--- config.mk ---
export PLATFORM = sky130hd
export DESIGN_NAME = sppd_axis_lane
export DESIGN_NICKNAME = d
export VERILOG_FILES = /design/src/design/sun_pointing_pd_attitude_law_top_macros.svh /design/src/design/sppd_pkg.sv /design/src/design/sppd_axis_lane.sv
export SDC_FILE = /design/constraint.sdc
export NUM_CORES = 2
export LEC_CHECK = 0
export BUFFER_PORTS_ARGS = -buffer_cell sky130_fd_sc_hd__buf_4
export CAP_MARGIN = 30
export CORE_MARGIN = 2
export CORE_UTILIZATION = 45
export CTS_CLUSTER_DIAMETER = 120
export CTS_CLUSTER_SIZE = 28
export DETAILED_ROUTE_END_ITERATION = 8
export HOLD_SLACK_MARGIN = 0.15
export PLACE_DENSITY_LB_ADDON = 0.3
export SLEW_MARGIN = 20
export SYNTH_ARGS = -nofsm -noshare
export SYNTH_HDL_FRONTEND = slang
export SYNTH_SLANG_ARGS = --single-unit
--- constraint.sdc ---
create_clock -name clk -period 9.3 [get_ports clk]
set_clock_uncertainty 0.15 [all_clocks]
set_input_delay 1.86 -clock clk [delete_from_list [all_inputs] [get_ports clk]]
set_output_delay 1.86 -clock clk [all_outputs]
set_load 0.02 [all_outputs]
--- src/design/sun_pointing_pd_attitude_law_top_macros.svh ---
// Assertion helpers for the sun-pointing attitude law. They expect clk and rst in scope.
`ifndef SUN_POINTING_PD_ATTITUDE_LAW_TOP_MACROS_SVH
`define SUN_POINTING_PD_ATTITUDE_LAW_TOP_MACROS_SVH

// The consequent must hold in the same cycle as the antecedent.
`define SPPD_ASSERT_IMPL(label, ante, cons, msg) \
  label: assert property (@(posedge clk) disable iff (rst) (ante) |-> (cons)) \
    else $error(msg);

// The consequent must hold in the cycle after the antecedent.
`define SPPD_ASSERT_NEXT(label, ante, cons, msg) \
  label: assert property (@(posedge clk) disable iff (rst) (ante) |=> (cons)) \
    else $error(msg);

`endif

--- src/design/sppd_pkg.sv ---
`default_nettype none

package sppd_pkg;

  localparam int COUNT_W     = 10;
  localparam int RATE_W      = 32;
  localparam int GAIN_W      = 32;
  localparam int SUN_W       = 16;
  localparam int SUNY_W      = 15;
  localparam int TORQUE_W    = 32;
  localparam int CFG_INDEX_W = 3;
  localparam int CFG_DATA_W  = 32;
  localparam int NUM_AXES    = 3;

  // sqrt(0.5) in Q0.16; the product with a count difference is scaled to Q1.15 by the shift.
  localparam logic [15:0] SQRT_HALF_Q16 = 16'd46341;
  localparam int SUN_SHIFT   = 11;
  localparam int RATE_SHIFT  = 20;
  localparam int ANGLE_SHIFT = 15;

  // Pipeline depths.
  localparam int SUN_LAT      = 3;
  localparam int AXIS_LAT     = 4;
  localparam int SQRT_STAGES  = 8;
  localparam int SQRT_STEPS   = SUN_W / SQRT_STAGES;
  localparam int SUNY_LAT     = 2 + SQRT_STAGES;
  localparam int PIPE_LAT     = SUN_LAT + SUNY_LAT;
  localparam int TORQUE_DELAY = SUNY_LAT - AXIS_LAT;

  // Register map.
  localparam logic [CFG_INDEX_W-1:0] REG_RATE_GAIN_X      = 3'd0;
  localparam logic [CFG_INDEX_W-1:0] REG_RATE_GAIN_Y      = 3'd1;
  localparam logic [CFG_INDEX_W-1:0] REG_RATE_GAIN_Z      = 3'd2;
  localparam logic [CFG_INDEX_W-1:0] REG_ANGLE_GAIN_X     = 3'd3;
  localparam logic [CFG_INDEX_W-1:0] REG_ANGLE_GAIN_Y     = 3'd4;
  localparam logic [CFG_INDEX_W-1:0] REG_ANGLE_GAIN_Z     = 3'd5;
  localparam logic [CFG_INDEX_W-1:0] REG_ILLUM_THRESHOLD  = 3'd6;
  localparam logic [CFG_INDEX_W-1:0] REG_SEARCH_ROLL_RATE = 3'd7;

  localparam logic [COUNT_W-1:0]       THRESHOLD_RESET   = 10'd204;
  localparam logic signed [RATE_W-1:0] SEARCH_RATE_RESET = 32'sd2534;

  typedef struct packed {
    logic signed [TORQUE_W-1:0] torque_x;
    logic signed [TORQUE_W-1:0] torque_y;
    logic signed [TORQUE_W-1:0] torque_z;
    logic                       sun_valid;
    logic signed [SUN_W-1:0]    sun_x;
    logic [SUNY_W-1:0]          sun_y;
    logic signed [SUN_W-1:0]    sun_z;
  } result_t;

endpackage

`default_nettype wire

--- src/design/sppd_axis_lane.sv ---
`default_nettype none

module sppd_axis_lane (
  input  logic                                  clk,
  input  logic                                  en,
  input  logic signed [sppd_pkg::RATE_W-1:0]    rate,
  input  logic signed [sppd_pkg::RATE_W-1:0]    target,
  input  logic signed [sppd_pkg::SUN_W-1:0]     err,
  input  logic [sppd_pkg::GAIN_W-1:0]           rate_gain,
  input  logic [sppd_pkg::GAIN_W-1:0]           angle_gain,
  output logic signed [sppd_pkg::TORQUE_W-1:0]  torque
);

  localparam int DIFF_W = sppd_pkg::RATE_W + 1;
  localparam int PR_W   = sppd_pkg::GAIN_W + sppd_pkg::RATE_W;
  localparam int PE_W   = sppd_pkg::GAIN_W + sppd_pkg::SUN_W;
  localparam int RR_W   = PR_W + 1 - sppd_pkg::RATE_SHIFT;
  localparam int RE_W   = PE_W + 1 - sppd_pkg::ANGLE_SHIFT;
  localparam int TR_W   = RR_W + 1;
  localparam int TE_W   = RE_W + 1;
  localparam int SUM_W  = TR_W + 1;
  localparam logic [PR_W:0] HALF_R = (PR_W + 1)'(1) << (sppd_pkg::RATE_SHIFT - 1);
  localparam logic [PE_W:0] HALF_E = (PE_W + 1)'(1) << (sppd_pkg::ANGLE_SHIFT - 1);
  localparam logic signed [SUM_W-1:0] T_MAX =
    SUM_W'({1'b0, {(sppd_pkg::TORQUE_W - 1){1'b1}}});
  localparam logic signed [SUM_W-1:0] T_MIN = -T_MAX - SUM_W'(1);

  logic signed [DIFF_W-1:0]      diff;
  logic [sppd_pkg::RATE_W-1:0]   mag_r_next;
  logic [sppd_pkg::SUN_W-1:0]    mag_e_next;
  logic [sppd_pkg::RATE_W-1:0]   mag_r;
  logic [sppd_pkg::SUN_W-1:0]    mag_e;
  logic                          neg_r1;
  logic                          neg_e1;
  logic                          neg_r2;
  logic                          neg_e2;
  logic [PR_W-1:0]               prod_r;
  logic [PE_W-1:0]               prod_e;
  logic [PR_W:0]                 sum_r;
  logic [PE_W:0]                 sum_e;
  logic [RR_W-1:0]               rnd_r;
  logic [RE_W-1:0]               rnd_e;
  logic signed [TR_W-1:0]        term_r;
  logic signed [TE_W-1:0]        term_e;
  logic signed [SUM_W-1:0]       total;

  always_comb begin
    diff       = DIFF_W'(rate) - DIFF_W'(target);
    // The rate difference never reaches 2^32 in magnitude, so 32 bits hold it.
    mag_r_next = diff[DIFF_W-1] ? sppd_pkg::RATE_W'(-diff) : sppd_pkg::RATE_W'(diff);
    mag_e_next = err[sppd_pkg::SUN_W-1] ? sppd_pkg::SUN_W'(-err) : sppd_pkg::SUN_W'(err);
    sum_r      = {1'b0, prod_r} + HALF_R;
    sum_e      = {1'b0, prod_e} + HALF_E;
    rnd_r      = sum_r[PR_W:sppd_pkg::RATE_SHIFT];
    rnd_e      = sum_e[PE_W:sppd_pkg::ANGLE_SHIFT];
    total      = SUM_W'(term_r) + SUM_W'(term_e);
  end

  always_ff @(posedge clk) begin
    if (en) begin
      mag_r  <= mag_r_next;
      mag_e  <= mag_e_next;
      neg_r1 <= diff[DIFF_W-1];
      neg_e1 <= err[sppd_pkg::SUN_W-1];
      prod_r <= rate_gain * mag_r;
      prod_e <= angle_gain * mag_e;
      neg_r2 <= neg_r1;
      neg_e2 <= neg_e1;
      term_r <= neg_r2 ? -$signed({1'b0, rnd_r}) : $signed({1'b0, rnd_r});
      term_e <= neg_e2 ? -$signed({1'b0, rnd_e}) : $signed({1'b0, rnd_e});
      if (total > T_MAX) begin
        torque <= T_MAX[sppd_pkg::TORQUE_W-1:0];
      end else if (total < T_MIN) begin
        torque <= T_MIN[sppd_pkg::TORQUE_W-1:0];
      end else begin
        torque <= total[sppd_pkg::TORQUE_W-1:0];
      end
    end
  end

endmodule

`default_nettype wire

[Word-level counts from Yosys, hierarchy flattened]
Index checks and enable logic that the tools add are counted.
Storage, ports and cells
  output and inout bits: 32
  flip-flop bits (word level): 277
Cells by class
  multiplexer cells: 5
  magnitude comparators: 2
  $add $sub $neg: 8
  multipliers: 2
Operators with widths (number)
  $add 64x20->65 const B: 1
  $mul 32x32->64: 1
  $mux 32: 2
  $add 48x15->49 const B: 1
  $mul 32x16->48: 1
  $add 46x35->47: 1
  $gt 47x32->1 const B: 1
  $lt 47x32->1 const B: 1
  $neg 45->46: 1
  $mux 45: 1
  $neg 34->35: 1
  $mux 34: 1
  $sub 32x32->33: 1
  $neg 32->32: 1
  $neg 16->16: 1
  $mux 15: 1

[Logic depth before layout (Yosys ltp)]
  depth after elaboration: 3
  depth in mapped cells: 31
  gate-level depth less buffers: 30

[Worst setup path before layout]
OpenSTA, ideal clock, no wires.
  path kind: input-to-reg
  start point: input port rate_gain[16] (netlist bit)
  end point: register prod_r[62], data pin
  stages on the path: 29
  arrival: 9.034 ns
  path slack: -0.149 ns
  cell sequence: clkbuf_1 -> and2_1 -> fa_1 -> inv_1 -> fa_1 -> fa_1 -> fa_1 -> inv_1 -> fa_1 -> inv_1 -> fa_1 -> inv_1 -> fa_1 -> inv_1 -> fa_1 -> inv_1 -> ha_1 -> nand4_1 -> inv_1 -> nand3_1 -> or3_1 -> o211ai_1 -> a31oi_1 -> o211a_1 -> nor4_1 -> o211ai_1 -> a31o_2 -> o21ai_0 -> xor2_1
On the way
  word-level cells in the longest chain between the ends: 1
RTL lines
  start: declaration: RTL line sppd_axis_lane.sv:9  | input logic [sppd_pkg::GAIN_W-1:0] rate_gain,
  $mul 32x32->64: RTL line sppd_axis_lane.sv:65  | prod_r <= rate_gain * mag_r;
  end signal: assignment: RTL line sppd_axis_lane.sv:65
  end: declaration: RTL line sppd_axis_lane.sv:37  | logic [PR_W-1:0] prod_r;
No other way between the ends.
A chain may end at the register's enable or synchronous reset.

[Worst setup path in the final report]
  start point: input port rate_gain[13] (netlist bit)
  end point: register prod_r[63], data pin
Same word-level chain as after synthesis.

==> flow_summary_export.csv <==
group,metric,value,unit
place,pre_cts_ws,-0.6244,ns
min_path,hp-class,"reg2reg",
yosys,syn-num-nets,8861,
yosys,synth_xor_area_share,4.613,%
routing,num_vias,47487,
yosys,yosys_warnings,0,
clock_network,htree_levels,1,
place,place_hpwl,140.3,mm
global_route,overflow,0,
sta,fin_tns_setup,0,ns
global_route,grt_pass1_vias,51475,
yosys,synthTopCellsByCount,"inv_1, fa_1, nand2_1",
critical_path,crit_path_end_kind,"flop",
yosys,ys_top_cells_by_area,"fa_1, edfxtp_1, ha_1",
cells_and_area,fin_nets,8959,
cells_and_area,design_area,69240,um^2
sta,clock.fmax,110.2,MHz
cells_and_area,drive_above_1_share,7.125,%
sta,period_needed,9.077,ns
cells_and_area,multi_input_area,50660,um^2
cells_and_area,syn2layout_area_growth,7.886,%
critical_path,crit_type,"in2reg",
clock_network,cts_buffer_depth,3,
yosys,yosysTopAreaCell,"fa_1",
die,die_w,381.6,um
sta,max-slew-margin-rel,28.20,%
sta,setup_slack,0.2228,ns
cells_and_area,instances_no_fill,8943,
place,placed_cells,8902,
yosys,synth_simple_gate_area_share,17.54,%
clock_network,cts_root_buf,"clkbuf_16",
global_route,track_usage,24.20,%
min_path,hold_depth,0,
yosys,netlist_instances,6940,
yosys,syn_avg_cell_area,9.247,um^2
yosys,synth_compound_area_share,6.522,%
sta,hold_viol_final,0,
yosys,synth_adder_area_share,49.98,%
routing,antenna_left,0,
clock_network,clk_pin_slew_worst_paths,0.11,ns
routing,drt_iter0_markers,3209,
yosys,async_flop_share,0,%
yosys,ys_ff_latch,244,
routing,drc,0,
yosys,yosysTopAreaCellShare,40.99,%
yosys,synthesis.area,64180,um^2
critical_path,reg2regPathDepth,26,
job,maxCapViolations,0,
sta,setup_viol,0,
routing,wl,170.5,mm
sta,slew_viol_final,0,
critical_path,worst-path-max-fanout,5,
die,pin_count,178,
die,core_area,141600,um^2
die,rows,138,
critical_path,startpoint_type,"input pin",
run_status,status,"complete, no violations",
global_route,grt_max_degree,116,
routing,firstDrtPassIters,7,
place,port_buffers,177,
yosys,synthFlopType,"edfxtp_1",
yosys,yosysMostFrequentCell,"inv_1",
yosys,synth_edf_count,244,
global_route,antenna_found_initial,5,
clock_network,clk_latency,0.57,ns
critical_path,arrival,9.36,ns
cells_and_area,num-fill-cells,13335,
routing,vias_per_cell,5.310,
cells_and_area,seq_area,7327,um^2
clock_network,clkSinkCount,244,
sta,worst_pin_slew,1.077,ns
yosys,seq_area_frac_synth,11.42,%
die,initial_core_util,45.33,%
yosys,synth_top_family_by_area,"adder cells",
global_route,grt_pass1_wl,281.2,mm
critical_path,required,9.59,ns
sta,finalCritPeriodShare,97.60,%
yosys,muxShareOfSynthArea,0.06824,%
clock_network,cts_buffers,15,
place,place_area,68410,um^2
die,dieArea,145600,um^2
die,die_h,381.6,um
yosys,synth_cell_type_count,80,
routing,wl_per_cell,19.07,um
clock_network,cts_tree,"yes",
place,globalplace.congestion,0.9300,
## through the flow
step                util, %  hold slack (ns)
finish                48.90           0.2604
global route          48.90           0.2835
CTS                   48.69           0.2598
detailed placement    48.32           0.2615
global placement      48.31           0.2572
floorplan                 -           0.2503
## worst max-delay path: stages
cell      delay [ns]
buf_4           0.13
buf_4           0.15
and2_1          0.15
fa_1            0.52
fa_1            0.44
fa_1            0.49
inv_1           0.05
fa_1            0.57
inv_1           0.06
fa_1            0.49
fa_1            0.44
fa_1            0.50
fa_1            0.54
ha_4            0.30
buf_6           0.10
nand4_1         0.11
inv_1           0.10
nand3_1         0.09
or3_1           0.31
o211ai_1        0.19
buf_4           0.18
a31oi_4         0.13
o211a_4         0.28
nor4_4          0.32
o211ai_1        0.16
a31o_2          0.32
o211a_1         0.23
nor3_2          0.14
## cells by family (layout without fill, tap and decap cells)
| family | after synthesis | in the layout |
|---|---|---|
| simple gates | 2236 | 2236 |
| fa+ha+maj | 1775 | 1775 |
| buf+inv | 1682 | 1788 |
| compound gates | 661 | 661 |
| xor+xnor | 338 | 338 |
| flops | 244 | 244 |
| mux | 4 | 4 |
| other cells | 0 | 7 |
## routing by layer
layer / global-route usage, % / wire length [um]
met1: 32.80 / 73030
met2: 40.43 / 81180
met4: 7.889 / 6353
met3: 2.881 / 9968
met5: 0 / 0
## layout by cell type, fill, tap and decap left out, types with 23 or more instances in the layout
cell type     n
nor2b_1      26
edfxtp_1    244
xnor2_1     217
and2_1      788
nand2b_1     23
nor3_1       48
inv_1      1336
and3_1       45
a31oi_1      30
a21oi_1     177
nand2_1     957
o21ai_0     160
ha_1        458
buf_4       406
xor2_1      121
fa_1       1311
nand4_1      60
nor2_1      125
o21bai_1     26
nand3_1      68
a21o_1      102
## registers in the layout, indices dropped and copies added, names as in the netlist
signal	flops
neg_e1	1
prod_e	34
mag_e	16
torque	32
neg_r2	1
term_r	46
mag_r	32
neg_e2	1
neg_r1	1
term_e	35
prod_r	45
## cell type report
class	instances	share of cell area (%)
Antenna cell	7	0.02530
Clock buffer	15	0.5421
Clock inverter	10	0.2151
Inverter	1338	7.254
Multi-Input combinational cell	5014	73.17
Sequential cell	244	10.58
Tap cell	1890	3.416
Timing Repair Buffer	425	4.800
## what timing repair did
item | CTS | global route
setup endpoints to repair | 0 | 17
setup buffers | 0 | 6
gates resized for setup | 0 | 43
hold endpoints to repair | 0 | 0
hold buffers | 0 | 0
## final timing paths
path	to	slack [ns]	from
worst min-delay path	neg_r2	0.26	neg_r1
worst min register to register	neg_r2	0.26	neg_r1
worst max-delay path	prod_r[63]	0.22	rate_gain[13]
worst max register to register	prod_r[63]	0.73	mag_r[5]
Power is left out: the tool's default activity adds up to more than one toggle a clock period on the data nets, which glitch-free logic cannot reach.
