File: config.mk
export PLATFORM = sky130hd
export DESIGN_NAME = sppd_sun_y
export DESIGN_NICKNAME = d
export VERILOG_FILES = /design/src/design/sun_pointing_pd_attitude_law_top_macros.svh /design/src/design/sppd_pkg.sv /design/src/design/sppd_sun_y.sv
export SDC_FILE = /design/constraint.sdc
export NUM_CORES = 2
export LEC_CHECK = 0
export BUFFER_PORTS_ARGS = -buffer_cell sky130_fd_sc_hd__buf_2
export CELL_PAD_IN_SITES_DETAIL_PLACEMENT = 1
export CELL_PAD_IN_SITES_GLOBAL_PLACEMENT = 1
export CORE_UTILIZATION = 46
export CTS_BUF_LIST = sky130_fd_sc_hd__clkbuf_16
export CTS_CLUSTER_SIZE = 10
export DETAILED_ROUTE_END_ITERATION = 8
export PLACE_DENSITY = 0.87
export REMOVE_ABC_BUFFERS = 1
export SYNTH_ARGS = -nofsm -noshare
export SYNTH_HDL_FRONTEND = slang
export SYNTH_SLANG_ARGS = --single-unit
File: constraint.sdc
create_clock -name clk -period 7.8 [get_ports clk]
set_input_delay 0.78 -clock clk [delete_from_list [all_inputs] [get_ports clk]]
set_output_delay 0.78 -clock clk [all_outputs]
set_load 0.05 [all_outputs]
File: src/design/sun_pointing_pd_attitude_law_top_macros.svh
// Assertion helpers for the sun-pointing attitude law. They expect clk and rst in scope.
`ifndef SUN_POINTING_PD_ATTITUDE_LAW_TOP_MACROS_SVH
`define SUN_POINTING_PD_ATTITUDE_LAW_TOP_MACROS_SVH

// The consequent must hold in the same cycle as the antecedent.
`define SPPD_ASSERT_IMPL(label, ante, cons, msg) \
  label: assert property (@(posedge clk) disable iff (rst) (ante) |-> (cons)) \
    else $error(msg);

// The consequent must hold in the cycle after the antecedent.
`define SPPD_ASSERT_NEXT(label, ante, cons, msg) \
  label: assert property (@(posedge clk) disable iff (rst) (ante) |=> (cons)) \
    else $error(msg);

`endif

File: src/design/sppd_pkg.sv
`default_nettype none

package sppd_pkg;

  localparam int COUNT_W     = 10;
  localparam int RATE_W      = 32;
  localparam int GAIN_W      = 32;
  localparam int SUN_W       = 16;
  localparam int SUNY_W      = 15;
  localparam int TORQUE_W    = 32;
  localparam int CFG_INDEX_W = 3;
  localparam int CFG_DATA_W  = 32;
  localparam int NUM_AXES    = 3;

  // sqrt(0.5) in Q0.16; the product with a count difference is scaled to Q1.15 by the shift.
  localparam logic [15:0] SQRT_HALF_Q16 = 16'd46341;
  localparam int SUN_SHIFT   = 11;
  localparam int RATE_SHIFT  = 20;
  localparam int ANGLE_SHIFT = 15;

  // Pipeline depths.
  localparam int SUN_LAT      = 3;
  localparam int AXIS_LAT     = 4;
  localparam int SQRT_STAGES  = 8;
  localparam int SQRT_STEPS   = SUN_W / SQRT_STAGES;
  localparam int SUNY_LAT     = 2 + SQRT_STAGES;
  localparam int PIPE_LAT     = SUN_LAT + SUNY_LAT;
  localparam int TORQUE_DELAY = SUNY_LAT - AXIS_LAT;

  // Register map.
  localparam logic [CFG_INDEX_W-1:0] REG_RATE_GAIN_X      = 3'd0;
  localparam logic [CFG_INDEX_W-1:0] REG_RATE_GAIN_Y      = 3'd1;
  localparam logic [CFG_INDEX_W-1:0] REG_RATE_GAIN_Z      = 3'd2;
  localparam logic [CFG_INDEX_W-1:0] REG_ANGLE_GAIN_X     = 3'd3;
  localparam logic [CFG_INDEX_W-1:0] REG_ANGLE_GAIN_Y     = 3'd4;
  localparam logic [CFG_INDEX_W-1:0] REG_ANGLE_GAIN_Z     = 3'd5;
  localparam logic [CFG_INDEX_W-1:0] REG_ILLUM_THRESHOLD  = 3'd6;
  localparam logic [CFG_INDEX_W-1:0] REG_SEARCH_ROLL_RATE = 3'd7;

  localparam logic [COUNT_W-1:0]       THRESHOLD_RESET   = 10'd204;
  localparam logic signed [RATE_W-1:0] SEARCH_RATE_RESET = 32'sd2534;

  typedef struct packed {
    logic signed [TORQUE_W-1:0] torque_x;
    logic signed [TORQUE_W-1:0] torque_y;
    logic signed [TORQUE_W-1:0] torque_z;
    logic                       sun_valid;
    logic signed [SUN_W-1:0]    sun_x;
    logic [SUNY_W-1:0]          sun_y;
    logic signed [SUN_W-1:0]    sun_z;
  } result_t;

endpackage

`default_nettype wire

File: src/design/sppd_sun_y.sv
`default_nettype none

module sppd_sun_y (
  input  logic                               clk,
  input  logic                               en,
  input  logic signed [sppd_pkg::SUN_W-1:0]  sun_x,
  input  logic signed [sppd_pkg::SUN_W-1:0]  sun_z,
  output logic [sppd_pkg::SUNY_W-1:0]        sun_y
);

  localparam int SQ_W = 2 * sppd_pkg::SUN_W;
  localparam int NS   = sppd_pkg::SQRT_STAGES;
  localparam int NJ   = sppd_pkg::SQRT_STEPS;
  localparam logic signed [SQ_W:0] ONE_Q30 = (SQ_W + 1)'(1) << (2 * (sppd_pkg::SUN_W - 1));
  localparam logic [SQ_W-1:0] Y_MAX = SQ_W'({sppd_pkg::SUNY_W{1'b1}});

  logic signed [SQ_W-1:0] sq_x;
  logic signed [SQ_W-1:0] sq_z;
  logic signed [SQ_W:0]   arg_diff;
  logic [SQ_W-1:0]        arg_next;
  logic [SQ_W-1:0]        rem_q  [NS];
  logic [SQ_W-1:0]        root_q [NS+1];
  logic [SQ_W-1:0]        rem_n  [NS];
  logic [SQ_W-1:0]        root_n [NS];
  logic [SQ_W-1:0]        r;
  logic [SQ_W-1:0]        q;
  logic [SQ_W-1:0]        b;
  logic [SQ_W-1:0]        t;

  always_comb begin
    arg_diff = ONE_Q30 - (SQ_W + 1)'(sq_x) - (SQ_W + 1)'(sq_z);
    // A negative argument is clamped, so the root comes out as zero.
    arg_next = arg_diff[SQ_W] ? '0 : arg_diff[SQ_W-1:0];
  end

  // Digit-by-digit square root, two result bits per pipeline stage.
  always_comb begin
    r = '0;
    q = '0;
    b = '0;
    t = '0;
    for (int s = 0; s < NS; s++) begin
      r = rem_q[s];
      q = root_q[s];
      for (int j = 0; j < NJ; j++) begin
        b = SQ_W'(1) << (SQ_W - 2 - 2 * (s * NJ + j));
        t = q + b;
        if (r >= t) begin
          r = r - t;
          q = (q >> 1) + b;
        end else begin
          q = q >> 1;
        end
      end
      rem_n[s]  = r;
      root_n[s] = q;
    end
  end

  always_ff @(posedge clk) begin
    if (en) begin
      sq_x      <= sun_x * sun_x;
      sq_z      <= sun_z * sun_z;
      rem_q[0]  <= arg_next;
      root_q[0] <= '0;
      for (int s = 0; s < NS - 1; s++) begin
        rem_q[s+1] <= rem_n[s];
      end
      for (int s = 0; s < NS; s++) begin
        root_q[s+1] <= root_n[s];
      end
    end
  end

  // The root of exactly one does not fit Q1.15 and saturates.
  assign sun_y = (root_q[NS] > Y_MAX) ? '1 : root_q[NS][sppd_pkg::SUNY_W-1:0];

endmodule

`default_nettype wire

## After elaboration in Yosys (flattened, before gate mapping)

Memories as Yosys holds them, arrays and structs flattened.
Index checks and enable logic that the tools add are counted.

| word-level totals | value |
|---|---|
| flip-flop bits (word level) | 64 |
| RAM bits | 544 |
| bits of input ports | 34 |
| word-level logic and storage cells | 107 |
| memories | 2 |

| cells by class | value |
|---|---|
| add/sub/neg operators | 49 |
| multipliers | 2 |
| $lt $le $gt $ge | 17 |
| mux-type cells | 35 |

Memories:

| name | words | width | read ports | clocked after Yosys merged registers in | wr ports | line | RTL |
|---|---|---|---|---|---|---|---|
| root_q | 9 | 32 | 9 | 0 | 9 | sppd_sun_y.sv:22 | `logic [SQ_W-1:0] root_q [NS+1];` |
| rem_q | 8 | 32 | 8 | 0 | 8 | sppd_sun_y.sv:21 | `logic [SQ_W-1:0] rem_q [NS];` |

Operator list:

| cell | number |
|---|---|
| two-way mux 32 bit | 32 |
| greater-or-equal comparator 32 bit | 16 |
| subtractor 32 bit | 15 |
| multiplier 16 x 16 -> 32 bit | 2 |
| subtractor 32 x 32 -> 33 bit, first input constant | 1 |
| subtractor 33 x 32 -> 33 bit | 1 |
| adder 31 x 1 -> 32 bit, second input constant | 1 |
| adder 31 x 11 -> 32 bit, second input constant | 1 |
| adder 31 x 13 -> 32 bit, second input constant | 1 |
| adder 31 x 15 -> 32 bit, second input constant | 1 |
| adder 31 x 17 -> 32 bit, second input constant | 1 |
| adder 31 x 19 -> 32 bit, second input constant | 1 |
| adder 31 x 21 -> 32 bit, second input constant | 1 |
| adder 31 x 23 -> 32 bit, second input constant | 1 |
| adder 31 x 25 -> 32 bit, second input constant | 1 |
| adder 31 x 27 -> 32 bit, second input constant | 1 |
| adder 31 x 29 -> 32 bit, second input constant | 1 |
| adder 31 x 3 -> 32 bit, second input constant | 1 |
| adder 31 x 31 -> 32 bit, second input constant | 1 |
| adder 31 x 5 -> 32 bit, second input constant | 1 |
| adder 31 x 7 -> 32 bit, second input constant | 1 |
| adder 31 x 9 -> 32 bit, second input constant | 1 |
| adder 32 x 1 -> 32 bit, second input constant | 1 |
| adder 32 x 11 -> 32 bit, second input constant | 1 |
| 17 further kinds | 18 |

## Depth between registers and ports, before layout

An unclocked memory read counts as a cell.

| logic depth | value |
|---|---|
| depth in word-level cells | 7 |
| gate-level depth with buffers | 27 |
| depth with buffers taken out | 27 |

## Worst setup path before layout

No wires, ideal clock.

| timing | value |
|---|---|
| path type | input -> register |
| start point | input sun_x[5] (netlist bit) |
| end point | register sq_x[30], data pin |
| arrival time | 7.066 ns |
| required time | 7.542 ns |
| setup slack | 0.477 ns |
| cell stages on the path | 24 |
| path buffers | 2 |
| cell sequence | clkbuf_1 clkbuf_1 nand2_1 fa_1 inv_1 fa_1 fa_1 fa_1 fa_1 inv_1 fa_1 inv_1 ha_1 inv_1 o21ai_0 a21o_1 a21o_1 a221o_1 a31oi_1 o21ai_0 a211oi_1 o21bai_1 a21oi_1 xnor2_1 |

| on the way | value |
|---|---|
| cells in the longest elaborated chain, start to end | 1 |

RTL lines:

| element | line | RTL |
|---|---|---|
| from (decl) | sppd_sun_y.sv:6 | `input logic signed [sppd_pkg::SUN_W-1:0] sun_x,` |
| multiplier 16 x 16 -> 32 bit | sppd_sun_y.sv:62 | `sq_x <= sun_x * sun_x;` |
| to (signal assigned) | sppd_sun_y.sv:62 |  |
| to (decl) | sppd_sun_y.sv:17 | `logic signed [SQ_W-1:0] sq_x;` |

Every way passes these cells.
A chain may end at the register's enable or synchronous reset.

## Worst setup path in the final report

| timing | value |
|---|---|
| start point | input sun_x[1] (netlist bit) |
| end point | register sq_x[24], data pin |

Same word-level chain as after synthesis.

==> summary.md <==
The final hold violation count is 0. Final count of pins violating max slew: 0. The number of port buffers is 48. The run gives 5182 as the total number of nets in the final design. The global-route wire length before repair is 185 mm, and the count of synthesis-stage warnings from yosys is 0. Setup TNS: 0 ns. The deepest level of the CTS H-tree is 2, and the final worst-path cycle share is 93.0%. Entering global routing, the biggest net connects 155 pins.

Counting tap cells, the placed design contains a total of 5408 instances. The slew at the pin closest to its max-slew limit is 1.09 ns. The biggest fanout along the worst timing path was 21.

The die extent in y is 304 µm, and the all-layer global routing usage is 25.2%. The critical path goes through buf_2 > and2_1 > fa_1 > inv_1 > fa_1 > fa_1 > fa_1 > inv_1 > fa_1 > inv_1 > fa_1 > inv_1 > ha_1 > a21o_1 > a21o_1 > a21oi_1 > nor2_1 > a211oi_1 > o31a_1 > o21ai_0 > a2111oi_0 > o31ai_1 > a21oi_1 > xnor2_1. Measured against its own limit, the worst slew margin works out to 26.3%. The number of nets still failing antenna checks after routing is 0, and the number of DRC markers in iteration 0 is 1739. The run finished with clean final reports.

The final critical path time including I/O delays and setup is 7.25 ns. The most common cell in the synthesized netlist is sky130_fd_sc_hd__inv_1. Path type of the worst min-delay path: flop to flop. The detailed router placed 30800 vias in this run. The placer congestion estimate is 0.889. For this run, the share of the core covered by cells in the final layout is 49.7%. The floorplan has 110 rows. In this run the register-to-register setup slack is 1.25 ns. By area the synthesized netlist is led by sky130_fd_sc_hd__edfxtp_1 (28%), sky130_fd_sc_hd__fa_1 (22%), sky130_fd_sc_hd__ha_1 (12%). For the maximum clock rate, the log shows 138 MHz. The tools report the deepest clock path buffer count as 3. The wire-length estimate of the detail-placed layout is 92.4 mm. The most frequent cell on the critical path was sky130_fd_sc_hd__fa_1. The critical path's largest stage delay is 0.66 ns. The clock reaches the later pin of the worst-skew pair after 0.61 ns. The flip-flop and latch count after synthesis was 390.

The quantity of hold-fixing buffers added after cts was 0; the width of the chip was 304 µm. For this design, the slowest cell found on the critical path is sky130_fd_sc_hd__a2111oi_0. The type of origin of the critical path is a primary input. After clock tree synthesis, the clock-pin slew on the worst setup and hold paths is 0.06 ns. Routed wire length per instance: 20.7 µm. The logs give 0.0288 ns for the worst clock skew and 0 for the antenna diode count. The run gives 35300 as the via count of the first global-routing pass.

The logs give 0.137 ns for the worst slack at placement and 7.60 ns for the critical path arrival. The buffer count from post-CTS setup fixing is 0. For this run, design rule violations remaining after detail routing come to 0. The run gives 0 as the initial antenna violation count.

STA classifies the critical path endpoint as a flop. Ranked by instance count, the synthesized netlist is headed by sky130_fd_sc_hd__inv_1 (874), sky130_fd_sc_hd__fa_1 (467), sky130_fd_sc_hd__ha_1 (400). The post-route netlist has 4.98% of its cells at a drive strength greater than 1. The post-route worst setup slack is 0.549 ns, and the length of the first detailed-routing pass in iterations is 5.

The synthesized design spends more area on one cell type than any other, namely sky130_fd_sc_hd__edfxtp_1. Setup repair after global routing left no endpoint under its margin. The number of buffers created by CTS was 47. At the worst endpoint, the required time is 8.15 ns. After synthesis, the netlist uses 94 different library cells. CTS saw 390 sinks. Using the TritonRoute via totals, the vias-per-cell ratio works out to 5.63. In this run the standard cell core region covers 0.0901 mm². The tools report the total standard cell area after synthesis as 0.0419 mm². The sequential area share after synthesis is 27.9%, and the sum of routed wire length over all layers is 114 mm. For the final number of setup-violating endpoints, the log shows 0. 49 I/O pins were placed. For the max-cap violation count, the log shows 0. For this run, asynchronously set or reset flops after synthesis account for 0%. A synthesized cell averages 9.89 µm².

TritonCTS built the clock tree. The total overflow left after global routing is 0. Area growth from synthesis to layout: 6.92%. For this run, the leading register cell type out of synthesis is sky130_fd_sc_hd__edfxtp_1. The final instance count without filler cells was 5474; the effective utilization at floorplan was 46.5%. Counting flops with a built-in enable in the synthesized netlist gives 390. Synthesis handed over a netlist of 4239 instances. Post-CTS resize count: 0. The share of the synthesized area in the top cell type was 27.9%. Area of the die: 0.0923 mm².

The CTS root buffer is sky130_fd_sc_hd__clkbuf_16. Path type of the worst setup path: primary input to flop.
==> cell usage in the layout, fill, tap and decap left out, types with 9 or more instances in the layout <==
cell                        instances
sky130_fd_sc_hd__a31oi_1           18
sky130_fd_sc_hd__a211oi_1          19
sky130_fd_sc_hd__nor3b_1           15
sky130_fd_sc_hd__ha_1             400
sky130_fd_sc_hd__nor2_1           250
sky130_fd_sc_hd__nand2b_1          34
sky130_fd_sc_hd__inv_1            880
sky130_fd_sc_hd__o31ai_1           22
sky130_fd_sc_hd__nor4_1            55
sky130_fd_sc_hd__or2_2             32
sky130_fd_sc_hd__a31o_2            15
sky130_fd_sc_hd__clkbuf_16         47
sky130_fd_sc_hd__fa_1             467
sky130_fd_sc_hd__nand2_1          312
sky130_fd_sc_hd__and3_1            14
sky130_fd_sc_hd__mux2i_1           10
sky130_fd_sc_hd__edfxtp_1         390
sky130_fd_sc_hd__buf_2             47
sky130_fd_sc_hd__a21oi_1          197
sky130_fd_sc_hd__buf_4             24
sky130_fd_sc_hd__o21a_1            42
sky130_fd_sc_hd__o21bai_1          24
sky130_fd_sc_hd__o31a_1             9
sky130_fd_sc_hd__nor3_1            72
sky130_fd_sc_hd__xnor2_1          184
sky130_fd_sc_hd__or3_1             30
sky130_fd_sc_hd__xor2_1            94
sky130_fd_sc_hd__a21o_1            77
sky130_fd_sc_hd__nand4_1           29
sky130_fd_sc_hd__and2_1            88
sky130_fd_sc_hd__mux2_2            14
sky130_fd_sc_hd__o21ai_0          117
sky130_fd_sc_hd__nor2b_1           37
sky130_fd_sc_hd__nand3_1           67
==> per-layer routing <==
| metal | up-vias | GRT usage (%) | wire [µm] |
|---|---|---|---|
| li1 | 14100 | - | - |
| met1 | 15700 | 27.5 | 42600 |
| met2 | 698 | 47.9 | 61500 |
| met3 | 334 | 2.58 | 3320 |
| met4 | 0 | 13.0 | 6170 |
| met5 | - | 0 | 0 |
==> path summary, 6_finish.rpt <==
| check | from | to | cells past startpoint |
|---|---|---|---|
| worst max-delay path | sun_x[1] | sq_x[24] | 24 |
| worst min-delay path | rem_q[1][66] | rem_q[1][98] | 0 |
| worst max register to register | root_q[0][211] | rem_q[1][123] | 18 |
| worst min register to register | rem_q[1][66] | rem_q[1][98] | 0 |
==> cell type report <==
cell class / count / area, µm²
inverters: 879 / 3300
fillers: 10100 / 45300
repair buffers: 74 / 470
flip-flops and latches: 390 / 11700
clock buffers: 47 / 1180
multi-input cells: 2889 / 26600
well taps: 1176 / 1470
clock inverters: 19 / 114
==> state kept, by name, indices dropped and copies added, names as in the netlist <==
register  cells
sq_x         31
root_q       72
sq_z         31
rem_q       256
==> cell families (layout without fill, tap and decap cells) <==
logic type      Yosys count  after routing  synth area share, %
simple gates           1083           1083                 12.7
xor+xnor                281            281                 5.91
fa+ha+maj               867            867                 34.2
mux                      25             25                0.642
buf+inv                 960           1019                 8.68
compound gates          633            633                 9.85
flops                   390            390                 27.9
==> critical path, delay by kind of cell <==
family,cells,cell delay [ns]
fa+ha+maj,7,3.27
xor+xnor,1,0.11
compound gates,9,2.46
simple gates,2,0.38
buf+inv,5,0.59
==> through the flow <==
step / hold WS (ns) / cell area, µm²
final: 0.444 / 44800
after global routing: 0.449 / 44800
after CTS: 0.444 / 44800
after detailed placement: 0.432 / 43500
after global placement: 0.426 / 43500
after floorplan: 0.417 / 41600
Power is not shown: default switching activity piles up to over one toggle a cycle in this logic, so the estimate is an artifact.
