### src/design/sun_pointing_pd_attitude_law_top_macros.svh
// Assertion helpers for the sun-pointing attitude law. They expect clk and rst in scope.
`ifndef SUN_POINTING_PD_ATTITUDE_LAW_TOP_MACROS_SVH
`define SUN_POINTING_PD_ATTITUDE_LAW_TOP_MACROS_SVH

// The consequent must hold in the same cycle as the antecedent.
`define SPPD_ASSERT_IMPL(label, ante, cons, msg) \
  label: assert property (@(posedge clk) disable iff (rst) (ante) |-> (cons)) \
    else $error(msg);

// The consequent must hold in the cycle after the antecedent.
`define SPPD_ASSERT_NEXT(label, ante, cons, msg) \
  label: assert property (@(posedge clk) disable iff (rst) (ante) |=> (cons)) \
    else $error(msg);

`endif

### src/design/sppd_pkg.sv
`default_nettype none

package sppd_pkg;

  localparam int COUNT_W     = 10;
  localparam int RATE_W      = 32;
  localparam int GAIN_W      = 32;
  localparam int SUN_W       = 16;
  localparam int SUNY_W      = 15;
  localparam int TORQUE_W    = 32;
  localparam int CFG_INDEX_W = 3;
  localparam int CFG_DATA_W  = 32;
  localparam int NUM_AXES    = 3;

  // sqrt(0.5) in Q0.16; the product with a count difference is scaled to Q1.15 by the shift.
  localparam logic [15:0] SQRT_HALF_Q16 = 16'd46341;
  localparam int SUN_SHIFT   = 11;
  localparam int RATE_SHIFT  = 20;
  localparam int ANGLE_SHIFT = 15;

  // Pipeline depths.
  localparam int SUN_LAT      = 3;
  localparam int AXIS_LAT     = 4;
  localparam int SQRT_STAGES  = 8;
  localparam int SQRT_STEPS   = SUN_W / SQRT_STAGES;
  localparam int SUNY_LAT     = 2 + SQRT_STAGES;
  localparam int PIPE_LAT     = SUN_LAT + SUNY_LAT;
  localparam int TORQUE_DELAY = SUNY_LAT - AXIS_LAT;

  // Register map.
  localparam logic [CFG_INDEX_W-1:0] REG_RATE_GAIN_X      = 3'd0;
  localparam logic [CFG_INDEX_W-1:0] REG_RATE_GAIN_Y      = 3'd1;
  localparam logic [CFG_INDEX_W-1:0] REG_RATE_GAIN_Z      = 3'd2;
  localparam logic [CFG_INDEX_W-1:0] REG_ANGLE_GAIN_X     = 3'd3;
  localparam logic [CFG_INDEX_W-1:0] REG_ANGLE_GAIN_Y     = 3'd4;
  localparam logic [CFG_INDEX_W-1:0] REG_ANGLE_GAIN_Z     = 3'd5;
  localparam logic [CFG_INDEX_W-1:0] REG_ILLUM_THRESHOLD  = 3'd6;
  localparam logic [CFG_INDEX_W-1:0] REG_SEARCH_ROLL_RATE = 3'd7;

  localparam logic [COUNT_W-1:0]       THRESHOLD_RESET   = 10'd204;
  localparam logic signed [RATE_W-1:0] SEARCH_RATE_RESET = 32'sd2534;

  typedef struct packed {
    logic signed [TORQUE_W-1:0] torque_x;
    logic signed [TORQUE_W-1:0] torque_y;
    logic signed [TORQUE_W-1:0] torque_z;
    logic                       sun_valid;
    logic signed [SUN_W-1:0]    sun_x;
    logic [SUNY_W-1:0]          sun_y;
    logic signed [SUN_W-1:0]    sun_z;
  } result_t;

endpackage

`default_nettype wire

### src/design/sppd_sun_lane.sv
`default_nettype none

module sppd_sun_lane (
  input  logic                                clk,
  input  logic                                en,
  input  logic [sppd_pkg::COUNT_W-1:0]        count_pos,
  input  logic [sppd_pkg::COUNT_W-1:0]        count_neg,
  output logic signed [sppd_pkg::SUN_W-1:0]   comp
);

  localparam int DIFF_W = sppd_pkg::COUNT_W + 1;
  localparam int PROD_W = sppd_pkg::COUNT_W + 16;
  localparam int RND_W  = PROD_W + 1;
  localparam logic [RND_W-1:0] HALF_LSB = RND_W'(1) << (sppd_pkg::SUN_SHIFT - 1);

  logic signed [DIFF_W-1:0]          diff;
  logic [sppd_pkg::COUNT_W-1:0]      mag_next;
  logic [sppd_pkg::COUNT_W-1:0]      mag;
  logic                              neg1;
  logic                              neg2;
  logic [PROD_W-1:0]                 prod;
  logic [RND_W-1:0]                  rnd_sum;
  logic [sppd_pkg::SUN_W-1:0]        rnd;

  always_comb begin
    diff     = $signed({1'b0, count_pos}) - $signed({1'b0, count_neg});
    mag_next = diff[DIFF_W-1] ? sppd_pkg::COUNT_W'(-diff) : sppd_pkg::COUNT_W'(diff);
    rnd_sum  = {1'b0, prod} + HALF_LSB;
    rnd      = rnd_sum[sppd_pkg::SUN_SHIFT +: sppd_pkg::SUN_W];
  end

  // Rounding is done on the magnitude so that halves go away from zero.
  always_ff @(posedge clk) begin
    if (en) begin
      mag  <= mag_next;
      neg1 <= diff[DIFF_W-1];
      prod <= PROD_W'(mag) * PROD_W'(sppd_pkg::SQRT_HALF_Q16);
      neg2 <= neg1;
      comp <= neg2 ? -$signed(rnd) : $signed(rnd);
    end
  end

endmodule

`default_nettype wire

### config.mk
export PLATFORM = sky130hd
export DESIGN_NAME = sppd_sun_lane
export DESIGN_NICKNAME = d
export VERILOG_FILES = /design/src/design/sun_pointing_pd_attitude_law_top_macros.svh /design/src/design/sppd_pkg.sv /design/src/design/sppd_sun_lane.sv
export SDC_FILE = /design/constraint.sdc
export NUM_CORES = 1
export LEC_CHECK = 0
export BUFFER_PORTS_ARGS = -buffer_cell sky130_fd_sc_hd__buf_2
export CAP_MARGIN = 5
export CORE_ASPECT_RATIO = 1.4
export CORE_MARGIN = 1.5
export CORE_UTILIZATION = 65
export DETAILED_ROUTE_END_ITERATION = 8
export GPL_TIMING_DRIVEN = 1
export PLACE_DENSITY_LB_ADDON = 0.2
export SLEW_MARGIN = 30
export SYNTH_ARGS = -nofsm -noshare
export SYNTH_HDL_FRONTEND = slang
export SYNTH_SLANG_ARGS = --single-unit
### constraint.sdc
create_clock -name clk -period 9.7 [get_ports clk]
set_clock_uncertainty 0.2 [all_clocks]
set_input_delay 0.97 -clock clk [delete_from_list [all_inputs] [get_ports clk]]
set_output_delay 0.97 -clock clk [all_outputs]
set_load 0.01 [all_outputs]
After elaboration in Yosys (flattened, before gate mapping)
Cells that the tools add are included.
{"block": "totals", "output_inout_bits": 16, "inputBits": 22, "elab_cells": 12, "regBits": 54}
{"block": "op_classes", "mul": 1, "n_addsub": 4, "mux": 2}
{"op": "$add 26x11->27 const B", "n": 1}
{"op": "$mul 10x16->26 const B", "n": 1}
{"op": "$mux 16", "n": 1}
{"op": "$neg 16->16", "n": 1}
{"op": "$sub 10x10->11", "n": 1}
{"op": "$mux 10", "n": 1}
{"op": "$neg 10->10", "n": 1}

Depth between registers and ports, before layout
Gate-level depths: netlist (run 1).
{"block": "depth", "word_depth": 3, "ltp_mapped": 17}

Least setup slack after synthesis (run 1)
No wires, ideal clock.
{"block": "synth_timing", "path_type": "reg-to-reg", "from": "reg mag[2] in the netlist's numbering", "to": "reg prod[24] (data pin)", "slack_ns": 4.980, "path_stages_with_launch": 18, "required_time_ns": 9.238, "n_path_buf": 0, "arrival_time_ns": 4.258, "cell_sequence": "edfxtp_1 > ha_1 > inv_1 > fa_1 > inv_1 > ha_1 > inv_1 > fa_1 > inv_1 > fa_1 > ha_1 > a21oi_1 > o21ai_0 > o31ai_1 > o21ai_1 > o41ai_2 > o21bai_1 > xor2_1"}
{"block": "synth_via", "elab_chain_len": 1}
{"element": "from (decl)", "line": "sppd_sun_lane.sv:18", "rtl": "logic [sppd_pkg::COUNT_W-1:0] mag;"}
{"element": "from (signal assigned)", "line": "sppd_sun_lane.sv:35", "rtl": "mag <= mag_next;"}
{"element": "$mul 10x16->26", "line": "sppd_sun_lane.sv:37", "rtl": "prod <= PROD_W'(mag) * PROD_W'(sppd_pkg::SQRT_HALF_Q16);"}
{"element": "to (signal assigned)", "line": "sppd_sun_lane.sv:37"}
{"element": "to (decl)", "line": "sppd_sun_lane.sv:21", "rtl": "logic [PROD_W-1:0] prod;"}
Every way passes these cells.
A chain may end at the register's enable or synchronous reset.

Final worst setup path (run 1)
Ends and elaborated chain as after synthesis.

==> results of run 1 <==
cell type report:
type	instances	area (µm²)
multi-input combinational	367	3300
timing repair buffer	37	188
clock inverter	2	35.0
fill	530	2080
tap	97	121
clock buffer	6	72.6
sequential	44	1320
inverter	65	244
sequential cells by signal, indices dropped and copies added (netlist names):
register / flops
comp: 16
mag: 10
neg1: 1
neg2: 1
prod: 16
routing by layer:
| metal | GRT usage | share of wire |
|---|---|---|
| met3 | 0.0189 | 0.020 |
| met5 | 0 | 0 |
| met4 | 0.0966 | 0.023 |
| met1 | 0.226 | 0.36 |
| met2 | 0.527 | 0.60 |
Yosys cell counts (3+ instances only):
cell      count
a211oi_1      3
o31ai_1       4
xor2_1       17
nand4_1       4
o21bai_1      3
a31oi_1       3
nand2_1      20
xnor2_1      45
ha_1         90
fa_1         21
o21a_1       13
a21oi_1      16
a21o_1        6
buf_2         3
inv_1        65
edfxtp_1     44
nor2b_1       6
o21ai_0      13
mux2i_1       3
nor3_1       15
nor2_1       28
nand3_2       3
o31a_1        3
nand3_1      12
final timing paths:
check	from	to	slack (ns)	cells past startpoint
min reg2reg	neg1	neg2	0.28	0
max	mag[2]	prod[24]	4.51	17
max reg2reg	mag[2]	prod[24]	4.51	17
min	neg1	neg2	0.28	0
stage by stage:
step	hold WS, ns	setup slack, ns	cell area (µm²)	std cells
global route	0.298	4.37	5290	618
CTS	0.287	4.56	5280	618
finish	0.277	4.51	5290	618
global placement	0.247	4.76	5170	610
detailed placement	0.270	4.58	5170	610
floorplan	0.200	4.98	4920	484
kinds of logic after synthesis:
group / share of synthesized area
AOI/OAI and AO/OA: 0.120
adders and majority gates: 0.314
and+or+nand+nor: 0.120
xor gates and xnor gates: 0.110
DFF: 0.268
buffers and inverters: 0.0610
muxes: 0.00610
worst max-delay path: stages (launching register included):
cell and delay (ns):
edfxtp_1 0.52, ha_1 0.34, inv_1 0.05, fa_1 0.51, inv_1 0.05, ha_1 0.26, inv_1 0.05, fa_1 0.52
inv_1 0.05, fa_1 0.47, ha_1 0.39, a21oi_1 0.21, o21ai_0 0.20, o31ai_1 0.24, o21ai_1 0.18, o41ai_2 0.42
o21bai_1 0.13, xor2_1 0.16
==> flow_metrics.tcl, run 1 <==
set metrics [dict create \
    status "finished, final reports clean" \
    synthTopCellsByArea "edfxtp_1 (27%), ha_1 (23%), fa_1 (8.5%), xnor2_1 (8.0%), inv_1 (5.0%)" \
    post_cts_buffers 0 \
    wirelength_mm 9.16 \
    cts_inserted_buffers 5 \
    gp_congestion 0.881 \
    synth_area_per_cell_um2 10.2 \
    synthFlopType "edfxtp_1" \
    grt_use_total 0.244 \
    setup_viol 0 \
    synth_top_cell_by_area "edfxtp_1" \
    clock-sinks 44 \
    arrival_ns 5.04 \
    clkLatencyLatePin_ns 0.29 \
    setup_tns_ns 0 \
    fp.dieW_um 76.6 \
    worstMarginPinSlew_ns 0.599 \
    yosys_warnings 0 \
    end_kind "flop" \
    hold_buffers 0 \
    area_growth_pct 7.32 \
    core_mm2 0.00736 \
    grt_pass1_vias 3723 \
    cts_root_buf "clkbuf_8" \
    period_share 0.535 \
    yosysTopAreaCellShare 0.268 \
    port_buffers 37 \
    yosysSeqAreaShare 0.268 \
    final_util 0.718 \
    antenna_found_initial 0 \
    maxCapViolations 0 \
    crit_required_ns 9.55 \
    layout_commonest_cell "ha_1" \
    die_h_um 106 \
    cp_max_fo 6 \
    timing.final.max_slew_violations 0 \
    hold_viol 0 \
    viasPerCell 5.76 \
    grt_overflow_total 0 \
    ios 38 \
    synth_edf_count 44 \
    crit_type "reg2reg" \
    design.die.area_mm2 0.00812 \
    async_reset_ff_frac 0 \
    hpwl_mm 7.53 \
    grt_pass1_wl_mm 15.8 \
    vias 3558 \
    final_cell_mix "ha_1 (90), inv_1 (65), xnor2_1 (45), edfxtp_1 (44), buf_2 (36)" \
    grt_max_degree 45 \
    cts_resized 0 \
    tritoncts "done" \
    routedWlPerCell_um 14.8 \
    firstDrtPassIters 4 \
    cts_buffer_depth 2 \
    synth_nets 617 \
    synth_cell_types 57 \
    initial_utilization 0.669 \
    worst_setup_path_start_kind "flop" \
    drtIter0Drc 139 \
    slew_headroom 0.601 \
    drc 0 \
    syn_area_mm2 0.00492 \
    hold_path_class "reg2reg" \
    final_nets 653 \
    period_needed_ns 5.19 \
    antenna_cells 0 \
    synthCells 484 \
    ys_ff_latch 44 \
    path_clk_slew_ns 0.09 \
    antenna_left 0 \
    max_freq_mhz 193 \
    num_rows 37 \
    cts.htree.levels 2 \
    drive_above_1_share 0.111 \
    rsz0062_at_grt "false" \
]
Power of run 1 is not shown: default switching activity piles up to over one toggle a cycle in this logic, so the estimate is an artifact.
==> inputs of run 2 (changes only) <==
--- a/config.mk
+++ b/config.mk
@@ -5,11 +5,12 @@
 export SDC_FILE = /design/constraint.sdc
 export NUM_CORES = 1
 export LEC_CHECK = 0
+export ABC_AREA = 1
 export BUFFER_PORTS_ARGS = -buffer_cell sky130_fd_sc_hd__buf_2
 export CAP_MARGIN = 5
 export CORE_ASPECT_RATIO = 1.4
 export CORE_MARGIN = 1.5
-export CORE_UTILIZATION = 65
+export CORE_UTILIZATION = 63
 export DETAILED_ROUTE_END_ITERATION = 8
 export GPL_TIMING_DRIVEN = 1
 export PLACE_DENSITY_LB_ADDON = 0.2
==> constraint.sdc (replaced) <==
create_clock -name clk -period 4.87 [get_ports clk]
set_clock_uncertainty 0.2 [all_clocks]
set_input_delay 0.487 -clock clk [delete_from_list [all_inputs] [get_ports clk]]
set_output_delay 0.487 -clock clk [all_outputs]
set_load 0.01 [all_outputs]
==> run 2 against run 1 <==
Against the previous run: critical path depth did not move; register-to-register slack got worse by 4.3 ns; sequential share of layout area fell by 2.5 points; first-iteration DRC count rose by 59%; via count rose by 33%; largest cell class unchanged; final area rose by 11%; fmax rose by 13%; critical endpoint is now prod[21]; die area rose by 12%.
==> flow_metrics.tcl, run 2 <==
set metrics [dict create \
    drive_above_1_share 0.103 \
    cts_inserted_buffers 5 \
    syn_area_mm2 0.00537 \
    yosys_warnings 0 \
    final_cell_mix "nand2_1 (157), inv_1 (114), ha_1 (90), nor2_1 (54), edfxtp_1 (44)" \
    timing.final.max_slew_violations 0 \
    async_reset_ff_frac 0 \
    antenna_cells 0 \
    synthFlopType "edfxtp_1" \
    yosysTopAreaCellShare 0.246 \
    synth_top_cell_by_area "edfxtp_1" \
    viasPerCell 5.74 \
    worst_setup_path_start_kind "flop" \
    gp_congestion 0.954 \
    area_growth_pct 9.21 \
    initial_utilization 0.655 \
    routedWlPerCell_um 15.8 \
    ys_ff_latch 44 \
    vias 4717 \
    crit_type "reg2reg" \
    clock-sinks 44 \
    cts_root_buf "clkbuf_16" \
    firstDrtPassIters 5 \
    period_needed_ns 4.61 \
    hpwl_mm 10.8 \
    grt_use_total 0.312 \
    path_clk_slew_ns 0.07 \
    core_mm2 0.00820 \
    drtIter0Drc 221 \
    worstMarginPinSlew_ns 0.622 \
    multi_input_area_mm2 0.00362 \
    yosysSeqAreaShare 0.246 \
    num_rows 39 \
    end_kind "flop" \
    synth_area_per_cell_um2 7.95 \
    tritoncts "done" \
    synthTopCellsByCount "nand2_1 (157), inv_1 (114), ha_1 (90), nor2_1 (54), edfxtp_1 (44)" \
    maxCapViolations 0 \
    synthTopCellsByArea "edfxtp_1 (25%), ha_1 (21%), nand2_1 (11%), inv_1 (8.0%), fa_1 (7.8%)" \
    synth_nets 808 \
    cp_max_fo 6 \
    biggestRegsByFlops "comp (16), prod (16), mag (10)" \
    max_freq_mhz 217 \
    antenna_found_initial 0 \
    crit_required_ns 4.71 \
    die_h_um 112 \
    hold_ws_ns 0.222 \
    grt_overflow_total 0 \
    hold_viol 0 \
    final_nets 852 \
    grt_max_degree 45 \
    synth_edf_count 44 \
    slowest_delay_ns 0.52 \
    crit_chain "ha_1 > inv_1 > fa_1 > inv_1 > ha_1 > inv_1 > fa_1 > inv_1 > fa_1 > ha_1 > nand2_1 > nor2_1 > inv_1 > nor2_1 > nand4_1 > nand3_1 > xor2_1" \
    synth_cell_types 32 \
    grt_pass1_wl_mm 21.6 \
    drc 0 \
    hold_buffers 0 \
    cts_buffer_depth 2 \
    synthCells 675 \
    design.die.area_mm2 0.00909 \
    hold_path_class "reg2reg" \
    slew_headroom 0.582 \
    period_share 0.947 \
    setup_viol 0 \
    slowest_stage "fa_1" \
    fp.dieW_um 81.0 \
    cpMostUsedCell "inv_1" \
    cts.htree.levels 2 \
    ios 38 \
    wirelength_mm 13.0 \
    clkLatencyLatePin_ns 0.29 \
    antenna_left 0 \
    arrival_ns 4.46 \
    port_buffers 37 \
    nFillCells 679 \
    register_area_mm2 0.00132 \
    yosysMostFrequentCell "nand2_1" \
    status "finished, final reports clean" \
    grt_pass1_vias 5023 \
    layout_commonest_cell "nand2_1" \
]
## run 2: cell types whose count changed after synthesis, sizes merged, moves of 12 or more
cell / previous run / this run
a21oi: 16 / 29
inv: 65 / 116
nand2: 20 / 166
nand3: 15 / 37
nand4: 5 / 17
nor2: 28 / 65
nor3: 17 / 3
o21a: 13 / 1
xnor2: 45 / 12
## run 2: critical path, delay by kind of cell (launching register included)
kind / cells / cell delay [ns]
simple gates: 5 / 0.83
flops: 1 / 0.51
xor+xnor: 1 / 0.08
buf+inv: 5 / 0.29
fa+ha+maj: 6 / 2.44
## run 2: area by class of cell
type,instances,share of cell area
clock buffer,6,0.0220
clock inverter,2,0.00598
inverter,116,0.0743
multi-input combinational,514,0.617
sequential,44,0.225
tap,102,0.0218
timing repair buffer,38,0.0333
## run 2: stage by stage
step | instance area, µm² | std cells | util | setup WS, ns | setup TNS [ns]
2_1_floorplan | 5370 | 675 | - | 0.656 | 0
3_3_place_gp | 5690 | 814 | 0.694 | 0.299 | 0
3_5_place_dp | 5690 | 814 | 0.694 | 0.239 | 0
4_1_cts | 5850 | 822 | 0.714 | 0.217 | 0
5_1_grt | 5860 | 822 | 0.715 | -0.0470 | -0.0470
6_report | 5860 | 822 | 0.715 | 0.259 | 0
## run 2: cells by family (layout without fill, tap and decap cells)
group / Yosys count / in the layout / share of synthesized area
XOR/XNOR: 37 / 37 / 0.0604
adder cells (fa/ha/maj): 111 / 111 / 0.288
flip-flops: 44 / 44 / 0.246
AO/OA/AOI/OAI: 70 / 70 / 0.0764
AND/OR/NAND/NOR: 296 / 296 / 0.247
buffers and inverters: 117 / 162 / 0.0818
## run 2: layer usage
metal	vias to the layer above	GRT usage	share of wire
met1	2201	0.250	0.32
met3	66	0.0309	0.026
li1	2301	-	-
met5	-	0	0
met4	0	0.259	0.078
met2	149	0.624	0.58
## run 2: worst paths after layout
path	cells after the start	start	endpoint	slack (ns)
worst min register to register	0	neg1	neg2	0.22
worst max register to register	17	mag[2]	prod[21]	0.26
worst max-delay path	17	mag[2]	prod[21]	0.26
worst min-delay path	0	neg1	neg2	0.22
## run 2: repair_timing
item                       4_1_cts  5_1_grt
resized for setup                0        2
setup endpoints to repair        0        2
buffers inserted                 0        0
Power of run 2 is left out for the same reason.
